### src/hdl/tct_pkg.sv
package tct_pkg;

   // Field widths.
   localparam int RAW_W     = 16;
   localparam int CAL_W     = 16;
   localparam int LIM_W     = 11;
   localparam int TEMP_W    = 16;
   localparam int STATUS_W  = 2;
   localparam int CSR_IDX_W = 3;

   // Datapath widths, each sized to the range of its value.
   localparam int DIFF_W     = RAW_W + 1;
   localparam int PROD_W     = 2 * DIFF_W;
   localparam int PROD_SHIFT = 15;
   localparam int X1_W       = PROD_W - PROD_SHIFT;
   localparam int DEN_W      = X1_W + 1;
   localparam int MC_SHIFT   = 11;
   localparam int NUM_W      = CAL_W + MC_SHIFT;
   localparam int QUO_W      = NUM_W + 1;
   localparam int SUM_W      = QUO_W + 1;
   localparam int T_SHIFT    = 4;
   localparam int T_W        = SUM_W - T_SHIFT;

   // Four stages ahead of the divider, one per quotient bit, four behind it.
   localparam int LATENCY = NUM_W + 8;

   localparam logic [CAL_W-1:0] CAL_AC5_RESET    = 16'd32757;
   localparam logic [CAL_W-1:0] CAL_AC6_RESET    = 16'd23153;
   localparam logic [CAL_W-1:0] CAL_MC_RESET     = 16'hDDF9;
   localparam logic [CAL_W-1:0] CAL_MD_RESET     = 16'd2868;
   localparam logic [LIM_W-1:0] LIMIT_HIGH_RESET = 11'd300;
   localparam logic [LIM_W-1:0] LIMIT_LOW_RESET  = 11'd200;

   typedef enum logic [CSR_IDX_W-1:0] {
      CSR_CAL_AC5    = 3'd0,
      CSR_CAL_AC6    = 3'd1,
      CSR_CAL_MC     = 3'd2,
      CSR_CAL_MD     = 3'd3,
      CSR_LIMIT_HIGH = 3'd4,
      CSR_LIMIT_LOW  = 3'd5
   } csr_index_type;

   typedef enum logic [STATUS_W-1:0] {
      STATUS_OK        = 2'd0,
      STATUS_DIV_ZERO  = 2'd1,
      STATUS_SATURATED = 2'd2
   } status_type;

   // Side data that rides along with a transaction through the divider.
   typedef struct packed {
      logic signed [X1_W-1:0] x1;
      logic                   div_zero;
      logic                   quo_neg;
   } div_tag_type;

endpackage

### src/hdl/tct_divider.sv
module tct_divider import tct_pkg::*; (
   input  logic             clock,
   input  logic             reset,
   input  logic             in_valid,
   input  logic [NUM_W-1:0] in_num,
   input  logic [DEN_W-1:0] in_den,
   input  div_tag_type      in_tag,
   output logic             out_valid,
   output logic [NUM_W-1:0] out_quo,
   output div_tag_type      out_tag
);

   // Restoring unsigned division, one quotient bit per pipeline stage.
   logic             vld_ff  [NUM_W];
   logic [NUM_W-1:0] num_ff  [NUM_W];
   logic [NUM_W-1:0] quo_ff  [NUM_W];
   logic [DEN_W-1:0] rem_ff  [NUM_W];
   logic [DEN_W-1:0] den_ff  [NUM_W];
   div_tag_type      tag_ff  [NUM_W];

   logic             vld_in  [NUM_W];
   logic [NUM_W-1:0] num_in  [NUM_W];
   logic [NUM_W-1:0] quo_in  [NUM_W];
   logic [DEN_W-1:0] rem_in  [NUM_W];
   logic [DEN_W-1:0] den_in  [NUM_W];
   div_tag_type      tag_in  [NUM_W];

   for (genvar k = 0; k < NUM_W; k++) begin : g_stage
      logic             src_vld;
      logic [NUM_W-1:0] src_num;
      logic [NUM_W-1:0] src_quo;
      logic [DEN_W-1:0] src_rem;
      logic [DEN_W-1:0] src_den;
      div_tag_type      src_tag;
      logic [DEN_W:0]   trial;
      logic             take;

      if (k == 0) begin : g_first
         assign src_vld = in_valid;
         assign src_num = in_num;
         assign src_quo = '0;
         assign src_rem = '0;
         assign src_den = in_den;
         assign src_tag = in_tag;
      end else begin : g_next
         assign src_vld = vld_ff[k-1];
         assign src_num = num_ff[k-1];
         assign src_quo = quo_ff[k-1];
         assign src_rem = rem_ff[k-1];
         assign src_den = den_ff[k-1];
         assign src_tag = tag_ff[k-1];
      end

      assign trial = {src_rem, src_num[NUM_W-1]};
      assign take  = (trial >= {1'b0, src_den});

      // The partial remainder stays below the divisor, so it fits DEN_W bits.
      assign rem_in[k] = take ? DEN_W'(trial - {1'b0, src_den}) : trial[DEN_W-1:0];
      assign num_in[k] = {src_num[NUM_W-2:0], 1'b0};
      assign quo_in[k] = {src_quo[NUM_W-2:0], take};
      assign den_in[k] = src_den;
      assign tag_in[k] = src_tag;
      assign vld_in[k] = src_vld;
   end

   always_ff @(posedge clock) begin
      for (int k = 0; k < NUM_W; k++) begin
         num_ff[k] <= num_in[k];
         quo_ff[k] <= quo_in[k];
         rem_ff[k] <= rem_in[k];
         den_ff[k] <= den_in[k];
         tag_ff[k] <= tag_in[k];
         if (reset) begin
            vld_ff[k] <= 1'b0;
         end else begin
            vld_ff[k] <= vld_in[k];
         end
      end
   end

   assign out_valid = vld_ff[NUM_W-1];
   assign out_quo   = quo_ff[NUM_W-1];
   assign out_tag   = tag_ff[NUM_W-1];

endmodule

### src/hdl/temp_compensate_threshold_core.sv
// Temperature compensation core: each raw reading taken on start becomes one
// compensated temperature in tenths of a degree, a status code and two lamp
// drives. A new reading can be accepted in every cycle, and each result
// appears with rsp_valid high for one cycle, after passing through the
// divider, a 27-stage pipeline that forms one quotient bit per stage, and
// four stages ahead of it (offset, multiply, divisor sum, magnitudes) and
// four behind it (sign, sum, shift and clamp, limit compare). The receiver
// cannot stall results; busy is high only during reset. Calibration and
// limit registers are meant to be written while no transaction is in flight.
module temp_compensate_threshold_core import tct_pkg::*; (
   input  logic                 clock,
   input  logic                 reset,
   input  logic                 start,
   output logic                 busy,
   input  logic [RAW_W-1:0]     req_raw_reading,
   output logic                 rsp_valid,
   output logic [TEMP_W-1:0]    rsp_temperature_tenths,
   output logic [STATUS_W-1:0]  rsp_status,
   output logic                 rsp_lamp_low,
   output logic                 rsp_lamp_high,
   input  logic                 csr_we,
   input  logic [CSR_IDX_W-1:0] csr_index,
   input  logic [CAL_W-1:0]     csr_wdata
);

   // Configuration registers.
   logic        [CAL_W-1:0] cal_ac5_ff;
   logic        [CAL_W-1:0] cal_ac6_ff;
   logic signed [CAL_W-1:0] cal_mc_ff;
   logic signed [CAL_W-1:0] cal_md_ff;
   logic signed [LIM_W-1:0] limit_high_ff;
   logic signed [LIM_W-1:0] limit_low_ff;

   always_ff @(posedge clock) begin
      if (reset) begin
         cal_ac5_ff    <= CAL_AC5_RESET;
         cal_ac6_ff    <= CAL_AC6_RESET;
         cal_mc_ff     <= CAL_MC_RESET;
         cal_md_ff     <= CAL_MD_RESET;
         limit_high_ff <= LIMIT_HIGH_RESET;
         limit_low_ff  <= LIMIT_LOW_RESET;
      end else if (csr_we) begin
         unique case (csr_index_type'(csr_index))
            CSR_CAL_AC5:    cal_ac5_ff    <= csr_wdata;
            CSR_CAL_AC6:    cal_ac6_ff    <= csr_wdata;
            CSR_CAL_MC:     cal_mc_ff     <= csr_wdata;
            CSR_CAL_MD:     cal_md_ff     <= csr_wdata;
            CSR_LIMIT_HIGH: limit_high_ff <= csr_wdata[LIM_W-1:0];
            CSR_LIMIT_LOW:  limit_low_ff  <= csr_wdata[LIM_W-1:0];
            default: ;
         endcase
      end
   end

   assign busy = reset;

   // Stage 1: remove the calibration offset.
   logic                     s1_vld_ff, s1_vld_in;
   logic signed [DIFF_W-1:0] s1_diff_ff, s1_diff_in;

   assign s1_vld_in  = start && !busy;
   assign s1_diff_in = $signed({1'b0, req_raw_reading}) - $signed({1'b0, cal_ac6_ff});

   // Stage 2: scale by ac5.
   logic                     s2_vld_ff;
   logic signed [PROD_W-1:0] s2_prod_ff, s2_prod_in;

   assign s2_prod_in = s1_diff_ff * $signed({1'b0, cal_ac5_ff});

   // Stage 3: x1 is the product shifted down with floor; the divisor is x1 + md.
   logic                     s3_vld_ff;
   logic signed [X1_W-1:0]   s3_x1_ff, s3_x1_in;
   logic signed [DEN_W-1:0]  s3_den_ff, s3_den_in;

   assign s3_x1_in  = $signed(s2_prod_ff[PROD_W-1:PROD_SHIFT]);
   assign s3_den_in = $signed({s3_x1_in[X1_W-1], s3_x1_in})
                    + $signed({{(DEN_W-CAL_W){cal_md_ff[CAL_W-1]}}, cal_md_ff});

   // Stage 4: magnitudes for the unsigned divider, sign of the quotient.
   logic             s4_vld_ff;
   logic [NUM_W-1:0] s4_num_ff, s4_num_in;
   logic [DEN_W-1:0] s4_den_ff, s4_den_in;
   div_tag_type      s4_tag_ff, s4_tag_in;
   logic [CAL_W-1:0] mc_mag;

   assign mc_mag    = cal_mc_ff[CAL_W-1] ? CAL_W'(-cal_mc_ff) : cal_mc_ff;
   assign s4_num_in = {mc_mag, {MC_SHIFT{1'b0}}};
   assign s4_den_in = s3_den_ff[DEN_W-1] ? DEN_W'(-s3_den_ff) : s3_den_ff;
   assign s4_tag_in = '{x1:       s3_x1_ff,
                        div_zero: (s3_den_ff == '0),
                        quo_neg:  cal_mc_ff[CAL_W-1] ^ s3_den_ff[DEN_W-1]};

   always_ff @(posedge clock) begin
      s1_diff_ff <= s1_diff_in;
      s2_prod_ff <= s2_prod_in;
      s3_x1_ff   <= s3_x1_in;
      s3_den_ff  <= s3_den_in;
      s4_num_ff  <= s4_num_in;
      s4_den_ff  <= s4_den_in;
      s4_tag_ff  <= s4_tag_in;
      if (reset) begin
         s1_vld_ff <= 1'b0;
         s2_vld_ff <= 1'b0;
         s3_vld_ff <= 1'b0;
         s4_vld_ff <= 1'b0;
      end else begin
         s1_vld_ff <= s1_vld_in;
         s2_vld_ff <= s1_vld_ff;
         s3_vld_ff <= s2_vld_ff;
         s4_vld_ff <= s3_vld_ff;
      end
   end

   logic             div_vld;
   logic [NUM_W-1:0] div_quo;
   div_tag_type      div_tag;

   tct_divider u_divider (
      .clock     (clock),
      .reset     (reset),
      .in_valid  (s4_vld_ff),
      .in_num    (s4_num_ff),
      .in_den    (s4_den_ff),
      .in_tag    (s4_tag_ff),
      .out_valid (div_vld),
      .out_quo   (div_quo),
      .out_tag   (div_tag)
   );

   // Stage A: apply the sign so the quotient truncates toward zero.
   logic                    sa_vld_ff;
   logic signed [QUO_W-1:0] sa_x2_ff, sa_x2_in;
   logic signed [X1_W-1:0]  sa_x1_ff;
   logic                    sa_zero_ff;

   assign sa_x2_in = div_tag.quo_neg ? -$signed({1'b0, div_quo}) : $signed({1'b0, div_quo});

   // Stage B: b5 plus the rounding constant.
   localparam logic [SUM_W-1:0] ROUND = SUM_W'(1) << (T_SHIFT - 1);

   logic                    sb_vld_ff;
   logic signed [SUM_W-1:0] sb_sum_ff, sb_sum_in;
   logic                    sb_zero_ff;

   assign sb_sum_in = $signed({{(SUM_W-QUO_W){sa_x2_ff[QUO_W-1]}}, sa_x2_ff})
                    + $signed({{(SUM_W-X1_W){sa_x1_ff[X1_W-1]}}, sa_x1_ff})
                    + $signed(ROUND);

   // Stage C: shift down with floor, clamp to 16 bits, zero on a zero divisor.
   logic                     sc_vld_ff;
   logic signed [TEMP_W-1:0] sc_temp_ff, sc_temp_in;
   status_type               sc_status_ff, sc_status_in;
   logic signed [T_W-1:0]    t_full;
   logic [T_W-TEMP_W:0]      t_top;
   logic                     t_over;

   assign t_full = $signed(sb_sum_ff[SUM_W-1:T_SHIFT]);
   assign t_top  = t_full[T_W-1:TEMP_W-1];
   assign t_over = !((&t_top) || !(|t_top));

   always_comb begin
      if (sb_zero_ff) begin
         sc_temp_in   = '0;
         sc_status_in = STATUS_DIV_ZERO;
      end else if (t_over) begin
         sc_temp_in   = t_full[T_W-1] ? {1'b1, {(TEMP_W-1){1'b0}}} : {1'b0, {(TEMP_W-1){1'b1}}};
         sc_status_in = STATUS_SATURATED;
      end else begin
         sc_temp_in   = t_full[TEMP_W-1:0];
         sc_status_in = STATUS_OK;
      end
   end

   // Stage D: lamp rule on the value that goes out; the upper limit wins.
   logic                     rsp_valid_ff;
   logic [TEMP_W-1:0]        rsp_temp_ff;
   status_type               rsp_status_ff;
   logic                     rsp_lamp_low_ff, rsp_lamp_low_in;
   logic                     rsp_lamp_high_ff, rsp_lamp_high_in;
   logic signed [TEMP_W-1:0] lim_high_ext, lim_low_ext;

   assign lim_high_ext = {{(TEMP_W-LIM_W){limit_high_ff[LIM_W-1]}}, limit_high_ff};
   assign lim_low_ext  = {{(TEMP_W-LIM_W){limit_low_ff[LIM_W-1]}}, limit_low_ff};

   always_comb begin
      if (sc_temp_ff > lim_high_ext) begin
         rsp_lamp_low_in  = 1'b1;
         rsp_lamp_high_in = 1'b1;
      end else if (sc_temp_ff < lim_low_ext) begin
         rsp_lamp_low_in  = 1'b0;
         rsp_lamp_high_in = 1'b0;
      end else begin
         rsp_lamp_low_in  = 1'b1;
         rsp_lamp_high_in = 1'b0;
      end
   end

   always_ff @(posedge clock) begin
      sa_x2_ff         <= sa_x2_in;
      sa_x1_ff         <= div_tag.x1;
      sa_zero_ff       <= div_tag.div_zero;
      sb_sum_ff        <= sb_sum_in;
      sb_zero_ff       <= sa_zero_ff;
      sc_temp_ff       <= sc_temp_in;
      sc_status_ff     <= sc_status_in;
      rsp_temp_ff      <= sc_temp_ff;
      rsp_status_ff    <= sc_status_ff;
      rsp_lamp_low_ff  <= rsp_lamp_low_in;
      rsp_lamp_high_ff <= rsp_lamp_high_in;
      if (reset) begin
         sa_vld_ff    <= 1'b0;
         sb_vld_ff    <= 1'b0;
         sc_vld_ff    <= 1'b0;
         rsp_valid_ff <= 1'b0;
      end else begin
         sa_vld_ff    <= div_vld;
         sb_vld_ff    <= sa_vld_ff;
         sc_vld_ff    <= sb_vld_ff;
         rsp_valid_ff <= sc_vld_ff;
      end
   end

   assign rsp_valid              = rsp_valid_ff;
   assign rsp_temperature_tenths = rsp_temp_ff;
   assign rsp_status             = rsp_status_ff;
   assign rsp_lamp_low           = rsp_lamp_low_ff;
   assign rsp_lamp_high          = rsp_lamp_high_ff;

   // Every accepted transaction comes out after the fixed pipeline latency.
   a_latency: assert property (@(posedge clock) disable iff (reset)
      (start && !busy) |-> ##LATENCY rsp_valid)
      else $error("result missing after pipeline latency");

   // No result without a transaction accepted that many cycles earlier.
   a_no_extra: assert property (@(posedge clock) disable iff (reset)
      rsp_valid |-> $past(start && !busy, LATENCY))
      else $error("result without a matching transaction");

   a_zero_div: assert property (@(posedge clock) disable iff (reset)
      (rsp_valid && rsp_status == STATUS_DIV_ZERO) |-> (rsp_temperature_tenths == '0))
      else $error("zero divisor result is not zero");

   a_lamps: assert property (@(posedge clock) disable iff (reset)
      rsp_valid |-> (rsp_lamp_low || !rsp_lamp_high))
      else $error("high lamp on without low lamp");

endmodule

### config.mk
export PLATFORM = sky130hd
export DESIGN_NAME = temp_compensate_threshold_core
export DESIGN_NICKNAME = d
export VERILOG_FILES = /design/src/hdl/tct_pkg.sv /design/src/hdl/tct_divider.sv /design/src/hdl/temp_compensate_threshold_core.sv
export SDC_FILE = /design/constraint.sdc
export NUM_CORES = 2
export LEC_CHECK = 0
export ABC_AREA = 1
export BUFFER_PORTS_ARGS = -buffer_cell sky130_fd_sc_hd__buf_2
export CAP_MARGIN = 20
export CORE_MARGIN = 8
export CORE_UTILIZATION = 50
export DETAILED_ROUTE_END_ITERATION = 6
export GPL_TIMING_DRIVEN = 1
export HOLD_SLACK_MARGIN = 0.15
export PLACE_DENSITY = 0.62
export SYNTH_ARGS = -nofsm -noshare
export SYNTH_HDL_FRONTEND = slang
export SYNTH_SLANG_ARGS = --single-unit
### constraint.sdc
create_clock -name clock -period 8.5 [get_ports clock]
set_clock_uncertainty 0.1 [all_clocks]
set_input_delay 0 -clock clock [delete_from_list [all_inputs] [get_ports clock]]
set_output_delay 0 -clock clock [all_outputs]
set_load 0.05 [all_outputs]
==> flow_summary.ini <==
[clocking]
cts_tree = built
numCtsBuffers = 274
clkLatencyLatePin_ps = 910
max-clock-path-buffers = 4
root_buffer = clkbuf_16
clock_sinks = 2470
clkTransAtPathRegs_ps = 60
cts_setup_buffers = 0
ctsHtreeMaxLevel = 5

[logic_synthesis]
postSynthAreaPerCell_um2 = 8.044
yosysWarnings = 0
syn_nets = 14939
synthArstFlopShare_pct = 0
synthDistinctLibCells = 50
ys.flop_type = dfxtp_1
synth_cells = 13868
syn_area_mm2 = 0.1116
ys_seq_elements = 2470
seq_area_frac_synth_pct = 44.32
synth-edff-count = 0

[sta]
rsz0062_at_grt = no
timing.fmax_mhz = 152.0
hold_viol_final = 0
fin_setup_tns_ps = 0
finalSetupViolCount = 0
period_minus_slack_ps = 6580
relSlewSlack_pct = 29.26
worst_slew_pin_slew_ps = 1058
final_max_slew_viol_count = 0
finalCritPeriodShare_pct = 77.41

[drt]
antenna_left = 0
wl_per_cell_um = 16.92
num_vias = 86297
totalWireLength_mm = 292.2
first_pass_iters = 7
routed_via_density = 4.996
drt-initial-drc-count = 5613
remaining_drc_errors = 5

[critical_path]
path_cells = nand2_1 > inv_1 > fa_1 > fa_1 > inv_1 > fa_1 > fa_1 > fa_1 > fa_1 > inv_1 > ha_1 > inv_1 > nor3_1 > nand2_1 > nor4_1 > nand2_1 > nand3_1 > nand2_1
path_class = reg2reg
crit_arrival_ps = 7250
required_ps = 9170
cp_max_fo = 18
cpMostUsedCell = fa_1
crit_path_top_delay_cell = fa_1
critPathLaunchType = flop
cp_slowest_stage_delay_ps = 950
critPathCaptureType = flop

[grt]
grtUsageTotal_pct = 23.92
grt-ovfl-total = 0
busiest_layer = met2
grt_pass1_wl_mm = 460.4
grt_use_met2_pct = 41.08
grt_pass1_vias = 85303
grt.met1_usage_pct = 31.22
use_met3_pct = 3.209
grt_max_degree = 53
antenna_found_initial = 11

[place]
port_buffers = 60
hpwlAfterDp_mm = 230.0
gp_congestion = 0.9202

[layout]
area_growth_pct = 11.23
fin_nets = 15180
fill_cells = 20894
multiInputGateArea_mm2 = 0.05095
layout-drive-gt1-share_pct = 4.820
seq_area_mm2 = 0.04945

[job]
maxCapViolations = 0

[status]
violations = DRC
status = complete, but fails checks

[floorplanning]
die_h_um = 488.4
fp.dieW_um = 488.4
die_area_mm2 = 0.2385
initial_core_util_pct = 50.23
pin_count = 61
core-area_mm2 = 0.2221
rows = 173

[hold_path]
hold_class = reg2reg
## through the flow
step,instance area (µm²),hold slack [ps],std cells,setup slack [ps],util (%)
final,124100,181.0,17272,1920,55.87
after global routing,124100,177.7,17272,1460,55.87
after CTS,124100,162.6,17268,1879,55.86
after detailed placement,114400,133.0,16710,1892,51.50
after global placement,114400,115.5,16710,1960,51.50
after floorplan,111600,6.967,13868,2587,-
## synthesized netlist by cell type, types with 3 or more instances
cell | count | area (µm²)
nand2_1 | 3683 | 13820
dfxtp_1 | 2470 | 49450
nand3b_1 | 190 | 1426
and2_1 | 35 | 219.0
buf_2 | 29 | 145.1
nand2_2 | 20 | 125.1
nor2_4 | 6 | 67.56
nor3_4 | 14 | 227.7
o21ai_0 | 341 | 1707
o31ai_1 | 5 | 37.54
inv_1 | 2601 | 9763
o21ai_2 | 32 | 280.3
nand4_1 | 450 | 2815
nor3_1 | 24 | 120.1
buf_4 | 12 | 90.09
clkbuf_2 | 3 | 15.01
o21ai_1 | 156 | 780.8
inv_2 | 16 | 60.06
nand4_4 | 29 | 616.8
nand3_4 | 20 | 350.3
nor2_1 | 911 | 3420
nor3_2 | 12 | 120.1
o21bai_1 | 57 | 427.9
o21a_1 | 7 | 52.55
a21oi_1 | 547 | 2738
or2_2 | 3 | 18.77
clkbuf_1 | 104 | 390.4
fa_1 | 304 | 6086
nor4_1 | 33 | 206.5
xor2_1 | 243 | 2128
nor2_2 | 26 | 162.7
ha_1 | 728 | 9109
o211ai_1 | 28 | 210.2
nand3_1 | 572 | 2863
xnor2_1 | 67 | 586.8
a21o_1 | 10 | 75.07
nand3_2 | 5 | 50.05
buf_6 | 59 | 664.4
## timing repair
action | 4_1_cts | 5_1_grt
endpoints found under the hold margin | 138 | 1
hold buffers | 96 | 1
gates resized for setup | 0 | 0
## layer usage
layer  share of wire [%]  routed length [µm]
met1                  45              130900
met2                  47              137400
met3                 4.8               14010
met4                 3.4                9879
met5              0.0044                  13
## sequential cells by signal, summed over array words and instances (netlist names), 17 cells and up
register and count:
s1_diff_ff 17, s2_prod_ff 19, s3_den_ff 20, s3_x1_ff 19, s4_den_ff 20, s4_tag_ff 21
sa_x1_ff 19, sa_x2_ff 28, sb_sum_ff 25, u_divider.den_ff 520, u_divider.num_ff 120, u_divider.quo_ff 378
u_divider.rem_ff 520, u_divider.tag_ff 567, u_divider.vld_ff 27
## logic make-up (layout without fill, tap and decap cells)
kind of cell,count (synthesis),in the layout,share of synthesized area [%]
DFF,2470,2470,44.32
AOI/OAI and AO/OA,1191,1191,5.710
and+or+nand+nor,6037,6037,23.90
other,0,2,0
adders and majority gates,1032,1032,13.62
buffers and inverters,2828,3255,10.01
xor gates and xnor gates,310,310,2.434
## worst max-delay path: cells and delay by family, from the launching register on
kind                     cells  cell delay (ps)
adder cells (fa/ha/maj)      7             4000
AND/OR/NAND/NOR              7             1040
flip-flops                   1              870
buffers and inverters        4              440
## layout by cell type (no fill, tap or decap), types with 14 or more instances in the layout
master         Yosys  layout
clkbuf_1         104      37
clkinvlp_4         0      26
inv_2             16      17
buf_4             12      16
xor2_1           243     243
xnor2_1           67      67
buf_2             29      60
o21ai_2           32      32
clkbuf_8           0      44
nor3_4            14      14
inv_1           2601    2600
nand4_1          450     450
clkbuf_16          0     278
nand3_4           20      20
inv_6              0      17
ha_1             728     728
a21oi_1          547     547
o211ai_1          28      28
o21ai_0          341     341
fa_1             304     304
nor2_1           911     911
dlygate4sd3_1      0      96
nand3_1          572     572
o21bai_1          57      57
and2_1            35      35
o21ai_1          156     156
nor4_1            33      33
clkinv_2           0      34
nand3b_1         190     190
nand2_2           20      20
nand2_1         3683    3683
nor2_2            26      26
nand4_4           29      29
nor3_1            24      24
dfxtp_1         2470    2470
## path summary, 6_finish.rpt
kind / startpoint / end / slack [ps] / cells past startpoint
worst max-delay path: cal_ac5_ff[2] / s2_prod_ff[32] / 1920 / 18
worst min-delay path: u_divider.quo_ff[0][217] / u_divider.quo_ff[0][245] / 180 / 0
worst max register to register: cal_ac5_ff[2] / s2_prod_ff[32] / 1920 / 18
worst min register to register: u_divider.quo_ff[0][217] / u_divider.quo_ff[0][245] / 180 / 0
## cell type report
cell class	count	area share [%]
clock buffers	358	6.195
flip-flops and latches	2470	39.85
multi-input cells	8570	41.06
well taps	2975	3.000
diodes	2	0.004033
clock inverters	104	0.8309
repair buffers	174	1.140
inverters	2619	7.923
Power is not shown: default switching activity piles up to over one toggle a cycle in this logic, so the estimate is an artifact.
